**src/design/mscc_pkg.sv**
```systemverilog
// ----------------------------------------------------------------------------
// mscc_pkg
// Shared types, constants and tables for the marching squares contour unit.
// ----------------------------------------------------------------------------
package mscc_pkg;

    localparam int SAMPLE_W = 8;
    localparam int COORD_W  = 16;
    localparam int NUM_FACE = 3;

    localparam logic [2:0] NO_EDGE = 3'd4;

    typedef enum logic [1:0]
    {
        FACE_XY = 2'd0,
        FACE_YZ = 2'd1,
        FACE_XZ = 2'd2
    } face_t;

    typedef struct packed
    {
        logic [2:0] e0;
        logic [2:0] e1;
    } edge_pair_t;

    // pt[0] start point, pt[1] end point; inner index x, y, z
    typedef struct packed
    {
        logic [1:0][2:0][COORD_W-1:0] pt;
    } seg_t;

    typedef struct packed
    {
        logic hit;
        seg_t seg;
    } lane_res_t;

    // crossed edge pair for a corner mask
    function automatic edge_pair_t edge_pair(input logic [3:0] mask);
        edge_pair_t p;
        case (mask)
            4'd1:    p = '{e0: 3'd0, e1: 3'd3};
            4'd2:    p = '{e0: 3'd0, e1: 3'd1};
            4'd3:    p = '{e0: 3'd1, e1: 3'd3};
            4'd4:    p = '{e0: 3'd1, e1: 3'd2};
            4'd6:    p = '{e0: 3'd0, e1: 3'd2};
            4'd7:    p = '{e0: 3'd2, e1: 3'd3};
            4'd8:    p = '{e0: 3'd2, e1: 3'd3};
            4'd9:    p = '{e0: 3'd0, e1: 3'd2};
            4'd11:   p = '{e0: 3'd1, e1: 3'd2};
            4'd12:   p = '{e0: 3'd1, e1: 3'd3};
            4'd13:   p = '{e0: 3'd0, e1: 3'd1};
            4'd14:   p = '{e0: 3'd0, e1: 3'd3};
            default: p = '{e0: NO_EDGE, e1: NO_EDGE};
        endcase
        return p;
    endfunction

    // corner offset of a face corner, bit 0 x, bit 1 y, bit 2 z
    function automatic logic [2:0] corner_off(input face_t f, input logic [1:0] c);
        logic [2:0] o;
        o = 3'b000;
        case (f)
            FACE_XY:
            begin
                case (c)
                    2'd1:    o = 3'b001;
                    2'd2:    o = 3'b011;
                    2'd3:    o = 3'b010;
                    default: o = 3'b000;
                endcase
            end
            FACE_YZ:
            begin
                case (c)
                    2'd1:    o = 3'b010;
                    2'd2:    o = 3'b110;
                    2'd3:    o = 3'b100;
                    default: o = 3'b000;
                endcase
            end
            FACE_XZ:
            begin
                case (c)
                    2'd1:    o = 3'b100;
                    2'd2:    o = 3'b101;
                    2'd3:    o = 3'b001;
                    default: o = 3'b000;
                endcase
            end
            default: o = 3'b000;
        endcase
        return o;
    endfunction

endpackage

```
**src/design/mscc_merge.sv**
```systemverilog
// ----------------------------------------------------------------------------
// mscc_merge
// Gathers the three lane results of a cell and sends the crossed faces one
// beat at a time through the output register, marking the final one.
// ----------------------------------------------------------------------------
module mscc_merge
    import mscc_pkg::*;
(
    input  logic                     clk,
    input  logic                     rst_n,
    input  logic                     tail_valid,
    input  lane_res_t [NUM_FACE-1:0] res,
    output logic                     take,
    output logic                     out_valid,
    input  logic                     out_ready,
    output logic [1:0]               out_face,
    output seg_t                     out_seg,
    output logic                     out_last
);

    logic [NUM_FACE-1:0] pend_reg;
    logic [NUM_FACE-1:0] pend_next;
    logic [NUM_FACE-1:0] pend_after;
    logic [NUM_FACE-1:0] sel;
    logic [1:0]          idx;
    logic                out_free;
    logic                load;
    logic                capture;
    seg_t                seg_reg [NUM_FACE];
    logic                out_valid_reg;
    logic                out_valid_next;
    logic [1:0]          out_face_reg;
    seg_t                out_seg_reg;
    logic                out_last_reg;

    assign out_free   = !out_valid_reg || out_ready;
    assign load       = out_free && (pend_reg != '0);
    assign sel        = pend_reg & (~pend_reg + NUM_FACE'(1));
    assign pend_after = load ? (pend_reg & ~sel) : pend_reg;
    assign take       = (pend_after == '0);
    assign capture    = tail_valid && take;

    always_comb
    begin
        if (sel[0])
        begin
            idx = FACE_XY;
        end
        else if (sel[1])
        begin
            idx = FACE_YZ;
        end
        else
        begin
            idx = FACE_XZ;
        end
    end

    always_comb
    begin
        pend_next = pend_after;
        if (capture)
        begin
            for (int f = 0; f < NUM_FACE; f++)
            begin
                pend_next[f] = res[f].hit;
            end
        end
    end

    always_comb
    begin
        out_valid_next = out_valid_reg;
        if (load)
        begin
            out_valid_next = 1'b1;
        end
        else if (out_ready)
        begin
            out_valid_next = 1'b0;
        end
    end

    always_ff @(posedge clk or negedge rst_n)
    begin
        if (!rst_n)
        begin
            pend_reg      <= '0;
            out_valid_reg <= 1'b0;
        end
        else
        begin
            pend_reg      <= pend_next;
            out_valid_reg <= out_valid_next;
        end
    end

    always_ff @(posedge clk)
    begin
        if (capture)
        begin
            for (int f = 0; f < NUM_FACE; f++)
            begin
                seg_reg[f] <= res[f].seg;
            end
        end
        if (load)
        begin
            out_face_reg <= idx;
            out_seg_reg  <= seg_reg[idx];
            out_last_reg <= ((pend_reg & ~sel) == '0);
        end
    end

    assign out_valid = out_valid_reg;
    assign out_face  = out_face_reg;
    assign out_seg   = out_seg_reg;
    assign out_last  = out_last_reg;

endmodule

```
**config.mk**
```make
export PLATFORM = sky130hd
export DESIGN_NAME = mscc_merge
export DESIGN_NICKNAME = d
export VERILOG_FILES = /design/src/design/mscc_pkg.sv /design/src/design/mscc_merge.sv
export SDC_FILE = /design/constraint.sdc
export NUM_CORES = 1
export LEC_CHECK = 0
export BUFFER_PORTS_ARGS = -buffer_cell sky130_fd_sc_hd__buf_2
export CORE_ASPECT_RATIO = 0.7
export CORE_MARGIN = 2
export CORE_UTILIZATION = 53
export DETAILED_ROUTE_END_ITERATION = 10
export PLACE_DENSITY = 0.87
export SLEW_MARGIN = 25
export SYNTH_ARGS = -nofsm -noshare
export SYNTH_HDL_FRONTEND = slang
export SYNTH_SLANG_ARGS = --single-unit
```
**constraint.sdc**
```tcl
create_clock -name clk -period 13 [get_ports clk]
set_input_delay 1.3 -clock clk [delete_from_list [all_inputs] [get_ports clk]]
set_output_delay 1.3 -clock clk [all_outputs]
set_load 0.02 [all_outputs]
```
==> results of run 1 <==
cell usage in the layout, fill, tap and decap left out, drive strengths merged:
cell     synthesis  final
nor2b            3      3
buf             27    403
clkbuf           9     44
clkinv           0     15
nor2             3      3
nor3b            2      2
nor3             2      2
inv              0      2
a32o             1      1
nand3b           1      1
o311ai           1      1
a2111oi          1      1
o21ai           99     99
or3              1      1
o31a             1      1
mux2i           96     96
bufinv           0      7
edfxtp         387    387
nand2b           1      1
nand2           99     99
o22ai            1      1
diode            0      6
a21o             2      2
a31oi            1      1
dfrtp            4      4
cell families (layout without fill, tap and decap cells):
family	after synthesis	after routing	share of synthesized area, %
other	0	6	0
multiplexers	96	96	6.90
AND/OR/NAND/NOR	112	112	3.21
flip-flops	391	391	84.2
buffers and inverters	36	471	1.65
AO/OA/AOI/OAI	107	107	4.02
path summary, 6_finish.rpt:
check | start | to | slack [ns]
min in group asynchronous | rst_n | out_valid | 0.58
hold reg to reg | seg_reg[0][46] | out_seg[46] | 0.52
max in group asynchronous | rst_n | pend_reg[0] | 12.26
hold / removal | seg_reg[0][46] | out_seg[46] | 0.52
setup / recovery | pend_reg[0] | take | 8.76
setup reg to reg | pend_reg[0] | seg_reg[2][65] | 9.11
layer usage:
| metal | up-vias | GRT usage, % | share of wire, % |
|---|---|---|---|
| met5 | - | 0 | 0.040 |
| met4 | 2 | 8.23 | 2.9 |
| met3 | 69 | 7.30 | 10 |
| met2 | 363 | 36.7 | 50 |
| met1 | 3760 | 24.7 | 37 |
| li1 | 3675 | - | - |
per-stage QoR:
stage | area (um^2) | util, % | instances | total power [mW]
global placement | 16200 | 62.7 | 1440 | 3.17
CTS | 17500 | 67.8 | 1508 | 4.37
floorplan | 13900 | - | 742 | 2.94
finish | 17500 | 67.9 | 1514 | 4.33
global route | 17500 | 67.9 | 1512 | 4.53
detailed placement | 16200 | 62.8 | 1440 | 3.23
critical path, stage by stage, from the launching register on:
cell and delay [ns]:
dfrtp_4 0.87, buf_4 0.63, nand2_1 0.14, nor3b_1 0.21, or3_1 0.39, buf_2 0.17
area by class of cell:
cell class	instances	area [um^2]
clock inverters	24	298
diodes	6	15.0
well taps	331	414
flip-flops and latches	391	11700
multi-input cells	315	1980
repair buffers	403	2040
fillers	1660	8260
clock buffers	44	1000
power breakdown:
group | switching (mW) | internal, mW
clock | 0.444 | 0.694
sequential | 0.167 | 1.96
combinational | 0.734 | 0.335
total | 1.34 | 2.99
==> reports/metrics.cfg, run 1 <==
[yosys]
yosysSeqAreaShare_pct = 84.2
postSynth.asyncResetShare_pct = 1.02
ys_seq_elements = 391
ys_warn_count = 0
synth_area_leaders = edfxtp_1, mux2i_1, nand2_1
avgSynthCellArea_um2 = 18.8
synth_top_flop_cell = edfxtp_1
synth_top_area_share_pct = 83.5
synth.distinct_cells = 24
syn_inst = 742
synth_edf_count = 387
yosysTopAreaCell = edfxtp_1
synth_most_common_cell = edfxtp_1
syn-cell-area_um2 = 13900
synthTopCellsByCount = edfxtp_1, nand2_1, mux2i_1
synth_fp_nets = 1037

[routing]
wl_per_cell_um = 19.7
drt-pass1-iter-count = 5
via_per_inst = 5.20
wl_um = 29900
vias = 7869
ant_nets = 0
route.detailed.drc = 0
drtIter0Drc = 644

[cells_and_area]
drive_gt1_share_pct = 39.4
largest_reg_flops = 288
syn_to_final_growth_pct = 25.6
nNetsFinal = 1443

[power]
power_density_nw_per_um2 = 248
leakagePower_nw = 6.81
irDropWorstVdd_uv = 162

[floorplanning]
initial_core_util_pct = 54.1
die_w_um = 198
die_area_um2 = 27600
floorplan.die.height_um = 140
core_area_um2 = 25700
fp-row-count = 49
ioPinCount = 396

[clock_tree]
cts_inserted_buffers = 37
worstSkewPairLatency_ns = 0.52
clk_pin_slew_ns = 0.06
cts_hold_buffers = 0
cts_tree = yes
clkSinkCount = 391
cts_max_path_buffers = 3
cts_root_buf = clkbuf_16
cts_htree_levels = 2
post_cts_resized = 0
cts_setup_buffers = 0

[sta]
rsz0062_at_grt = no
fin_crit_sh_pct = 32.6
max_freq_mhz = 236
max_slew_margin_pct = 32.2
hold_viol_final = 0
tns_ns = 0
slew_violations = 0
setup_viol = 0
skew_ns = 0.0136
fin_crit_ns = 4.24
whs_ns = 0.523
worst_slack_ns = 8.76
worstMarginPinSlew_ns = 1.02

[critical_path]
worst-setup-path-type = flip-flop to output pin
end_kind = output pin
cp.required_ns = 11.70
worstPathArrival_ns = 2.94
worstPathMaxFanout = 68
r2r_cells = 4
startpoint_type = flip-flop

[place]
gp_congestion = 0.840
dpl_worst_slack_ns = 9.00
hpwl_um = 20200
portBuffers = 395

[global_routing]
grt_pass1_vias = 7998
grt_antenna_before_repair = 8
grt_pass1_wl_um = 43700
grt_max_degree = 97
overflow = 0
grt_use_total_pct = 21.3

[hold_path]
min_path_type = flip-flop to flip-flop
holdPathStages = 2

[run]
drv_cap = 0

[status]
outcome = finished, final reports clean

(Power assumes the default switching activity.)
==> inputs of run 2 (changes only) <==
Settings changed: CORE_UTILIZATION 53 to 52, PLACE_DENSITY 0.87 to 0.86.
Clock period 13 ns to 4.1 ns, I/O delays scaled along.
==> run 2 against run 1 <==
Net effect: highest routed layer unchanged; clock power increased to 2.9 times the previous value; final cell count increased by 2.5%; clock skew decreased by 0.0025 ns; power increased to 3.1 times the previous value; critical path depth decreased by 1; critical endpoint is now out_seg[22]; non-clock buffer count increased by 5.
==> reports/metrics.cfg, run 2 (synthesis results as in run 1) <==
[critical_path]
worstPathMaxFanout = 43
worstPathArrival_ns = 3.17
r2r_end = out_seg[22]
cp.required_ns = 4.32
startpoint_type = flip-flop
end_kind = flip-flop
timing.rr.start = pend_reg[1]
worst-setup-path-type = flip-flop to flip-flop
r2r_cells = 4
rrSetupSlack_ns = 1.15

[floorplanning]
fp-row-count = 50
core_area_um2 = 26500
die_area_um2 = 28100
die_w_um = 200
floorplan.die.height_um = 141
ioPinCount = 396
initial_core_util_pct = 52.5

[global_routing]
grt_max_degree = 118
grt_use_total_pct = 20.8
use_met2_pct = 33.8
grt_pass1_vias = 7913
grt_util_met1_pct = 26.0
top_usage_layer = met2
overflow = 0
groute.layer.met3.usage_pct = 6.96
grt_antenna_before_repair = 7
grt_pass1_wl_um = 43400

[cells_and_area]
nNetsFinal = 1448
final_cells = 1552
largest_reg_flops = 288
utilization_pct = 65.9
n_fill_cell = 1785
syn_to_final_growth_pct = 25.5
drive_gt1_share_pct = 39.3
regArea_um2 = 11700
layout_common_cells = buf_2, edfxtp_1, nand2_1
multiInputGateArea_um2 = 1980
finalInstanceArea_um2 = 17500
mostFrequentLayoutCell = buf_2

[sta]
slew_violations = 0
fin_crit_ns = 2.95
skew_ns = 0.0111
tns_ns = 0
worst_slack_ns = 1.15
max_slew_margin_pct = 36.1
max_freq_mhz = 339
rsz0062_at_grt = no
whs_ns = 0.0592
worstMarginPinSlew_ns = 0.958
hold_viol_final = 0
fin_crit_sh_pct = 72.0
setup_viol = 0

[clock_tree]
cts_max_path_buffers = 3
cts_tree = yes
cts_inserted_buffers = 37
cts_root_buf = clkbuf_16
clkSinkCount = 391
cts_htree_levels = 2
cts_setup_buffers = 0
clk_pin_slew_ns = 0.06
worstSkewPairLatency_ns = 0.52

[power]
leakagePower_nw = 6.78
power_mw = 13.4
irDropWorstVdd_uv = 489
power_density_nw_per_um2 = 769

[routing]
via_per_inst = 5.12
vias = 7950
route.detailed.drc = 0
drt-pass1-iter-count = 5
wl_per_cell_um = 19.1
drtIter0Drc = 412
ant_nets = 0
wl_um = 29700

[place]
dpl_worst_slack_ns = 1.23
post-place-cells = 1477
portBuffers = 395
hpwl_um = 19900
placed_area_um2 = 16300
gp_congestion = 0.815

[hold_path]
worstHoldStart = res[76]
min_path_type = input port to flip-flop
min_to = seg_reg[0][76]
holdPathStages = 1

[status]
outcome = finished, final reports clean

[run]
drv_cap = 0

==> run 2: changes by cell type in the layout (fill, tap and decap cells not counted), sizes merged <==
cell	before	now
bufinv	7	2
clkinvlp	0	1
inv	2	1
buf	403	407
clkinv	15	20
dlygate4sd3	0	1
==> run 2: timing repair <==
action,4_1_cts,5_1_grt
hold endpoints to repair,4,0
resized for setup,0,0
hold buffers,1,0
==> run 2: worst max path at each step <==
stage | from | to | slack (ns) | cells past startpoint
floorplan | out_valid | out_face[0] | 0.30 | 3
global placement | pend_reg[1] | out_seg[26] | 1.31 | 4
detailed placement | pend_reg[1] | out_seg[29] | 1.23 | 4
CTS | pend_reg[1] | out_seg[41] | 1.23 | 4
global route | pend_reg[1] | out_seg[22] | 0.99 | 4
finish | pend_reg[1] | out_seg[22] | 1.15 | 4
==> run 2: final cells by class <==
type | count | area share (%)
antenna | 6 | 0.0859
clock buffer | 44 | 5.69
clock inverter | 24 | 0.967
multi-input combinational | 315 | 11.3
sequential | 391 | 67.1
tap | 364 | 2.61
timing repair buffer | 408 | 12.2
==> run 2: worst max-delay path, stage by stage, from the launching register on <==
cell     delay [ns]
dfrtp_4        0.88
buf_4          0.61
buf_4          0.61
mux2i_1        0.28
o21ai_0        0.14
==> run 2: report_power, final <==
part / internal, mW / switching, mW
registers: 6.21 / 0.510
clock network: 1.87 / 1.41
logic: 1.11 / 2.33
total: 9.18 / 4.25
==> run 2: metal layers <==
metal	share of wire [%]	wire, um
met1	39	11500
met2	48	14200
met3	10	3040
met4	3.3	980
met5	0.044	13
