[config.mk]
export PLATFORM = sky130hd
export DESIGN_NAME = mscc_lane
export DESIGN_NICKNAME = d
export VERILOG_FILES = /design/src/design/mscc_pkg.sv /design/src/design/mscc_div.sv /design/src/design/mscc_lane.sv
export SDC_FILE = /design/constraint.sdc
export NUM_CORES = 2
export LEC_CHECK = 0
export ABC_CLOCK_PERIOD_IN_PS = 12100
export BUFFER_PORTS_ARGS = -buffer_cell sky130_fd_sc_hd__buf_2
export CAP_MARGIN = 20
export CORE_AREA = 2 2 317 397
export CTS_BUF_LIST = sky130_fd_sc_hd__clkbuf_8
export DETAILED_ROUTE_END_ITERATION = 7
export DIE_AREA = 0 0 319 399
export PLACE_DENSITY = 0.78
export RECOVER_POWER = 25
export SLEW_MARGIN = 30
export SYNTH_ARGS = -nofsm -noshare
export SYNTH_HDL_FRONTEND = slang
export SYNTH_SLANG_ARGS = --single-unit
[constraint.sdc]
create_clock -name clk -period 12.1 [get_ports clk]
set_input_delay 0.605 -clock clk [delete_from_list [all_inputs] [get_ports clk]]
set_output_delay 0.605 -clock clk [all_outputs]
set_load 0.1 [all_outputs]
[src/design/mscc_pkg.sv]
// ----------------------------------------------------------------------------
// mscc_pkg
// Shared types, constants and tables for the marching squares contour unit.
// ----------------------------------------------------------------------------
package mscc_pkg;

    localparam int SAMPLE_W = 8;
    localparam int COORD_W  = 16;
    localparam int NUM_FACE = 3;

    localparam logic [2:0] NO_EDGE = 3'd4;

    typedef enum logic [1:0]
    {
        FACE_XY = 2'd0,
        FACE_YZ = 2'd1,
        FACE_XZ = 2'd2
    } face_t;

    typedef struct packed
    {
        logic [2:0] e0;
        logic [2:0] e1;
    } edge_pair_t;

    // pt[0] start point, pt[1] end point; inner index x, y, z
    typedef struct packed
    {
        logic [1:0][2:0][COORD_W-1:0] pt;
    } seg_t;

    typedef struct packed
    {
        logic hit;
        seg_t seg;
    } lane_res_t;

    // crossed edge pair for a corner mask
    function automatic edge_pair_t edge_pair(input logic [3:0] mask);
        edge_pair_t p;
        case (mask)
            4'd1:    p = '{e0: 3'd0, e1: 3'd3};
            4'd2:    p = '{e0: 3'd0, e1: 3'd1};
            4'd3:    p = '{e0: 3'd1, e1: 3'd3};
            4'd4:    p = '{e0: 3'd1, e1: 3'd2};
            4'd6:    p = '{e0: 3'd0, e1: 3'd2};
            4'd7:    p = '{e0: 3'd2, e1: 3'd3};
            4'd8:    p = '{e0: 3'd2, e1: 3'd3};
            4'd9:    p = '{e0: 3'd0, e1: 3'd2};
            4'd11:   p = '{e0: 3'd1, e1: 3'd2};
            4'd12:   p = '{e0: 3'd1, e1: 3'd3};
            4'd13:   p = '{e0: 3'd0, e1: 3'd1};
            4'd14:   p = '{e0: 3'd0, e1: 3'd3};
            default: p = '{e0: NO_EDGE, e1: NO_EDGE};
        endcase
        return p;
    endfunction

    // corner offset of a face corner, bit 0 x, bit 1 y, bit 2 z
    function automatic logic [2:0] corner_off(input face_t f, input logic [1:0] c);
        logic [2:0] o;
        o = 3'b000;
        case (f)
            FACE_XY:
            begin
                case (c)
                    2'd1:    o = 3'b001;
                    2'd2:    o = 3'b011;
                    2'd3:    o = 3'b010;
                    default: o = 3'b000;
                endcase
            end
            FACE_YZ:
            begin
                case (c)
                    2'd1:    o = 3'b010;
                    2'd2:    o = 3'b110;
                    2'd3:    o = 3'b100;
                    default: o = 3'b000;
                endcase
            end
            FACE_XZ:
            begin
                case (c)
                    2'd1:    o = 3'b100;
                    2'd2:    o = 3'b101;
                    2'd3:    o = 3'b001;
                    default: o = 3'b000;
                endcase
            end
            default: o = 3'b000;
        endcase
        return o;
    endfunction

endpackage

[src/design/mscc_div.sv]
// ----------------------------------------------------------------------------
// mscc_div
// Pipelined restoring divider, one quotient bit per stage, for the edge
// fraction (num << FRAC_BITS) / den. A zero divisor gives a zero quotient.
// ----------------------------------------------------------------------------
module mscc_div
    import mscc_pkg::*;
#(
    parameter int FRAC_BITS = 8
)
(
    input  logic                          clk,
    input  logic                          en,
    input  logic [SAMPLE_W-1:0]           num,
    input  logic [SAMPLE_W-1:0]           den,
    output logic [FRAC_BITS+SAMPLE_W-1:0] quo
);

    localparam int QW = FRAC_BITS + SAMPLE_W;

    logic [SAMPLE_W-1:0] rem_in   [QW];
    logic [SAMPLE_W-1:0] den_in   [QW];
    logic [QW-1:0]       dvd_in   [QW];
    logic [QW-1:0]       quo_in   [QW];
    logic [SAMPLE_W-1:0] rem_next [QW];
    logic [QW-1:0]       dvd_next [QW];
    logic [QW-1:0]       quo_next [QW];
    logic [SAMPLE_W-1:0] rem_reg  [QW];
    logic [SAMPLE_W-1:0] den_reg  [QW];
    logic [QW-1:0]       dvd_reg  [QW];
    logic [QW-1:0]       quo_reg  [QW];

    assign rem_in[0] = '0;
    assign den_in[0] = den;
    assign dvd_in[0] = {num, {FRAC_BITS{1'b0}}};
    assign quo_in[0] = '0;

    for (genvar s = 0; s < QW; s++)
    begin : g_stage
        logic [SAMPLE_W:0] trial;
        logic [SAMPLE_W:0] diff;
        logic              ge;

        if (s > 0)
        begin : g_link
            assign rem_in[s] = rem_reg[s-1];
            assign den_in[s] = den_reg[s-1];
            assign dvd_in[s] = dvd_reg[s-1];
            assign quo_in[s] = quo_reg[s-1];
        end

        assign trial       = {rem_in[s], dvd_in[s][QW-1]};
        assign ge          = trial >= {1'b0, den_in[s]};
        assign diff        = trial - {1'b0, den_in[s]};
        assign rem_next[s] = ge ? diff[SAMPLE_W-1:0] : trial[SAMPLE_W-1:0];
        assign dvd_next[s] = {dvd_in[s][QW-2:0], 1'b0};
        assign quo_next[s] = {quo_in[s][QW-2:0], ge};

        always_ff @(posedge clk)
        begin
            if (en)
            begin
                rem_reg[s] <= rem_next[s];
                den_reg[s] <= den_in[s];
                dvd_reg[s] <= dvd_next[s];
                quo_reg[s] <= quo_next[s];
            end
        end
    end

    assign quo = (den_reg[QW-1] == '0) ? '0 : quo_reg[QW-1];

endmodule

[src/design/mscc_lane.sv]
// ----------------------------------------------------------------------------
// mscc_lane
// One face lane: corner mask, edge pair lookup, a divider per crossed edge
// and the saturated Q coordinates of the segment end points.
// ----------------------------------------------------------------------------
module mscc_lane
    import mscc_pkg::*;
#(
    parameter int FRAC_BITS = 8
)
(
    input  logic                          clk,
    input  logic                          en,
    input  face_t                         face,
    input  logic [SAMPLE_W-1:0]           iso,
    input  logic                          in_grid,
    input  logic [2:0][SAMPLE_W-1:0]      pos,
    input  logic [3:0][SAMPLE_W-1:0]      val,
    output lane_res_t                     res
);

    localparam int QW = FRAC_BITS + SAMPLE_W;
    localparam int CW = (FRAC_BITS + 11 > 17) ? FRAC_BITS + 11 : 17;

    typedef struct packed
    {
        logic [2:0][SAMPLE_W-1:0] pos;
        logic [1:0][1:0]          edge_sel;
        logic                     hit;
    } side_t;

    logic [3:0]          mask;
    edge_pair_t          pair;
    side_t               side_in;
    side_t               side_reg [QW];
    side_t               tail;
    logic [SAMPLE_W-1:0] num [2];
    logic [SAMPLE_W-1:0] den [2];
    logic [QW-1:0]       quo [2];
    logic [2:0]          off_a [2];
    logic [2:0]          off_b [2];
    logic [SAMPLE_W:0]   p9    [2][3];
    logic [CW-1:0]       base  [2][3];
    logic [CW-1:0]       sum   [2][3];
    lane_res_t           res_next;
    lane_res_t           res_reg;

    always_comb
    begin
        for (int i = 0; i < 4; i++)
        begin
            mask[i] = val[i] > iso;
        end
        pair                = edge_pair(mask);
        side_in.pos         = pos;
        side_in.edge_sel[0] = pair.e0[1:0];
        side_in.edge_sel[1] = pair.e1[1:0];
        side_in.hit         = (pair.e0 != NO_EDGE) && in_grid;
    end

    for (genvar k = 0; k < 2; k++)
    begin : g_end
        logic [1:0]          ca;
        logic [1:0]          cb;
        logic [SAMPLE_W-1:0] d0;
        logic [SAMPLE_W-1:0] d1;

        assign ca     = side_in.edge_sel[k];
        assign cb     = ca + 2'd1;
        assign d0     = val[ca];
        assign d1     = val[cb];
        assign num[k] = (iso >= d0) ? iso - d0 : d0 - iso;
        assign den[k] = (d1 >= d0) ? d1 - d0 : d0 - d1;

        mscc_div #(
            .FRAC_BITS (FRAC_BITS)
        ) u_div (
            .clk (clk),
            .en  (en),
            .num (num[k]),
            .den (den[k]),
            .quo (quo[k])
        );
    end

    always_ff @(posedge clk)
    begin
        if (en)
        begin
            side_reg[0] <= side_in;
            for (int i = 1; i < QW; i++)
            begin
                side_reg[i] <= side_reg[i-1];
            end
        end
    end

    assign tail = side_reg[QW-1];

    always_comb
    begin
        res_next.hit = tail.hit;
        for (int k = 0; k < 2; k++)
        begin
            off_a[k] = corner_off(face, tail.edge_sel[k]);
            off_b[k] = corner_off(face, tail.edge_sel[k] + 2'd1);
            for (int ax = 0; ax < 3; ax++)
            begin
                p9[k][ax]   = {1'b0, tail.pos[ax]} + {{SAMPLE_W{1'b0}}, off_a[k][ax]};
                base[k][ax] = CW'(p9[k][ax]) << FRAC_BITS;
                if (off_b[k][ax] && !off_a[k][ax])
                begin
                    sum[k][ax] = base[k][ax] + CW'(quo[k]);
                end
                else if (!off_b[k][ax] && off_a[k][ax])
                begin
                    sum[k][ax] = base[k][ax] - CW'(quo[k]);
                end
                else
                begin
                    sum[k][ax] = base[k][ax];
                end
                // below zero or above range both saturate high
                if (sum[k][ax][CW-1:COORD_W] != '0)
                begin
                    res_next.seg.pt[k][ax] = {COORD_W{1'b1}};
                end
                else
                begin
                    res_next.seg.pt[k][ax] = sum[k][ax][COORD_W-1:0];
                end
            end
        end
    end

    always_ff @(posedge clk)
    begin
        if (en)
        begin
            res_reg <= res_next;
        end
    end

    assign res = res_reg;

endmodule

==> out/qor.txt <==
Syn nets = 5250
Synthesized flop and latch total = 1385
First-pass GRT wire length = 187000 microns
# setup viols final = 0
Cts repair resizes = 0
Worst-Skew Late Latency = 0.89 ns
CP delay by family, top = compound AO/OA/AOI/OAI gates
Max reg flops = 464
ANT nets after route = 0
Num CTS Buffers = 200
Status = finished, violations left
FF-to-FF setup slack = 6.29 ns
CTS root buffer = clkbuf_8
Avg Cell Area, Syn = 13.6 sq um
IO Pins = 166
Vias in the first global route = 37600
Register area share after synthesis = 65.1%
Reg-to-Reg Start = g_end[0].u_div.den_reg[1][57]$_DFFE_PP_
Worst hold slack = 0.348 ns
Critical path's largest stage delay = 0.72 ns
Layout cells sized above 1 = 9.83%
Pwr dens = 213 nW/um^2
WL final = 118000 microns
Worst-path clk slew = 0.08 ns
Synth warnings = 0
Netlist Area Pre-Place = 63900 sq um
GR Util All Layers = 18.4%
Die ar. = 127000 sq um
Starting Density = 51.9%
Worst endpoint required time = 12.74 ns
I/O Buffers = 165
Fmax = 123 MHz
Worst setup path start = iso[1]
Most used DFF post-synth = edfxtp_1
DR vias/cell = 5.46
Die Y = 399 microns
Setup Total Neg Slack = 0 ns
Sink Count = 1385
Worst hold path type = in -> reg
Post-synth EDFFs = 1385
H-Tree Level Count = 4
Async SR Flop Fraction = 0%
Largest net degree at the start of global routing = 206
GR Overflow Total = 0
Multi-input logic area = 20300 sq um
Worst Tran Pin Value = 7.63 ns
Maxcap violations = 1
Residual DRC = 0
WP buf/inv = 5
Hold Path End = g_end[1].u_div.dvd_reg[0][9]$_DFFE_PP_
Critical path startpoint category = primary input
CP endpoint kind = flip-flop
Crit path time final = 8.16 ns
Layout Area Growth over Synthesis = 10.9%
Die width = 319 microns
DR pass1 iterations = 6
Initial antenna violation count = 3
Hold Fails Final Rpt = 0
Worst reg2reg endpoint = res[37]$_SDFFCE_PP1P_
Final net count = 5581
Leak Pwr = 28.1 nW
Worst path arrival time = 8.79 ns
Cell Rows = 144
Routability Congestion = 0.930
CTS tree = built
Core Footprint = 123000 sq um
R2R cell count = 16
VDD IR max = 131 uV
Fill cell count = 9502
Period utilisation layout = 67.4%
Final HPWL DP = 83700 microns
Drt wl/cell = 17.3 microns
Crit path max fanout = 12
Worst Hold Depth = 3
Sequential cell area = 41600 sq um
Mapped Cells = 4699
Most used cell, CP = a21oi_1
Via Count = 37100
Slew Limit Fails = 144
Unrepaired setup endpoints after global routing = false
DR iter-0 viols = 2611
Clk buf depth = 3
CP max stage cell = a31oi_2
Count of different cell masters after synthesis = 88
HP Start = iso[1]
Skew final = 0.0505 ns
Crit Path Class = in -> reg
Worst slew margin = -409%
Failing checks = capacitance limit, slew limit
-- cell families after synthesis --
group / share of synthesized area, %
compound gates: 10.2
xor+xnor: 2.29
fa+ha+maj: 10.0
buf+inv: 3.31
flops: 65.1
mux: 1.30
simple gates: 7.81
-- cells in the mapped netlist (all sizes together), types with 5 or more instances --
cell type / number / share of area [%]
edfxtp: 1385 / 65
inv: 463 / 2.7
ha: 440 / 8.6
o21ai: 374 / 2.9
nand2: 328 / 1.9
nor2: 238 / 1.4
a21oi: 174 / 1.4
a21o: 89 / 1.0
xor2: 87 / 1.2
nor2b: 85 / 0.83
clkbuf: 84 / 0.49
nand2b: 83 / 0.81
xnor2: 80 / 1.1
and2: 73 / 0.72
o31ai: 64 / 0.75
nand4: 58 / 0.57
nand3: 54 / 0.42
mux2i: 48 / 0.76
o22ai: 43 / 0.42
fa: 42 / 1.3
o221ai: 42 / 0.60
o21bai: 37 / 0.43
or4: 30 / 0.35
o211a: 29 / 0.45
a22oi: 28 / 0.33
o211ai: 22 / 0.26
nor3: 21 / 0.17
o21a: 19 / 0.22
a221oi: 16 / 0.22
a211oi: 13 / 0.19
mux4: 13 / 0.46
a21boi: 11 / 0.13
or3: 11 / 0.11
a221o: 9 / 0.14
nor4: 9 / 0.12
or2: 9 / 0.088
and3: 8 / 0.078
buf: 8 / 0.086
a31oi: 7 / 0.069
a32oi: 7 / 0.096
maj3: 5 / 0.080
mux2: 5 / 0.088
o31a: 5 / 0.069
-- how the worst max path moves through the flow --
stage,slack [ns],cells after the start,end
final,3.94,34,g_end[1].u_div.rem_reg[0][0]$_DFFE_PP_
after global routing,3.54,34,g_end[1].u_div.rem_reg[0][0]$_DFFE_PP_
after CTS,4.10,34,g_end[1].u_div.rem_reg[0][0]$_DFFE_PP_
after detailed placement,3.06,34,g_end[1].u_div.rem_reg[0][0]$_DFFE_PP_
after global placement,3.17,34,g_end[1].u_div.rem_reg[0][0]$_DFFE_PP_
after floorplan,4.38,34,g_end[1].u_div.rem_reg[0][0]$_DFFE_PP_
-- routing by layer --
| layer | global-route usage (%) | share of wire (%) |
|---|---|---|
| met1 | 19.3 | 37 |
| met2 | 35.5 | 55 |
| met3 | 3.12 | 4.2 |
| met4 | 9.12 | 4.2 |
| met5 | 0 | 0.011 |
-- metrics by stage --
step	setup WS, ns	power (W)	util [%]	instance area, sq um	cells
3_3_place_gp	3.17	0.0114	54.1	66700	6405
5_1_grt	3.54	0.0160	57.5	70900	6793
4_1_cts	4.10	0.0152	57.4	70800	6789
3_5_place_dp	3.06	0.0116	54.1	66700	6406
6_report	3.94	0.0151	57.5	70900	6794
2_1_floorplan	4.38	0.0104	-	63900	4699
-- report_power, final --
group / switching, W / internal (W) / leakage [nW] / total, W
clock network: 0.00171 / 0.00178 / 2.15 / 0.00349
logic: 0.00296 / 0.00182 / 12.5 / 0.00479
registers: 0.000351 / 0.00648 / 13.5 / 0.00683
total: 0.00503 / 0.0101 / 28.1 / 0.0151
-- layout make-up --
cell class	instances	area share, %
Clock inverter	158	1.48
Timing Repair Buffer	221	2.02
Multi-Input combinational cell	2759	28.6
Tap cell	1606	2.84
Clock buffer	200	3.88
Sequential cell	1385	58.7
Inverter	463	2.46
Antenna cell	2	0.00706
-- worst register-to-register path, cell delays in order, from the launching register on --
cell and delay (ns):
edfxtp_1 0.39, nor4_2 0.72, nand2_1 0.63, nand2_1 0.41, ha_1 0.39, o21ai_0 0.31, o21ai_0 0.29, a21oi_1 0.16
o21bai_1 0.23, a21o_1 0.20, a21o_1 0.15, a21o_1 0.17, a21o_1 0.13, a211oi_1 0.06, a21oi_1 0.29, mux2i_4 0.60
o221ai_1 0.37
-- timing repair --
| item | in CTS | in global routing |
|---|---|---|
| setup buffers | 0 | 0 |
| hold endpoints to repair | 25 | 0 |
| hold buffers | 25 | 0 |
-- cells in the final DEF (no fill, tap or decap), drive strengths merged, types with 30 or more instances in the layout --
cell    count
nor2b      85
xor2       87
clkinv     75
fa         42
nor2      238
xnor2      80
o21bai     37
ha        440
or4        30
mux2i      48
nand2b     83
inv       530
a21o       89
nand3      54
nand2     328
o21ai     374
o31ai      64
o22ai      43
clkbuf    206
and2       73
buf       190
nand4      58
a21oi     174
o221ai     42
edfxtp   1385
Note: power is estimated with default switching activity, not from simulation.
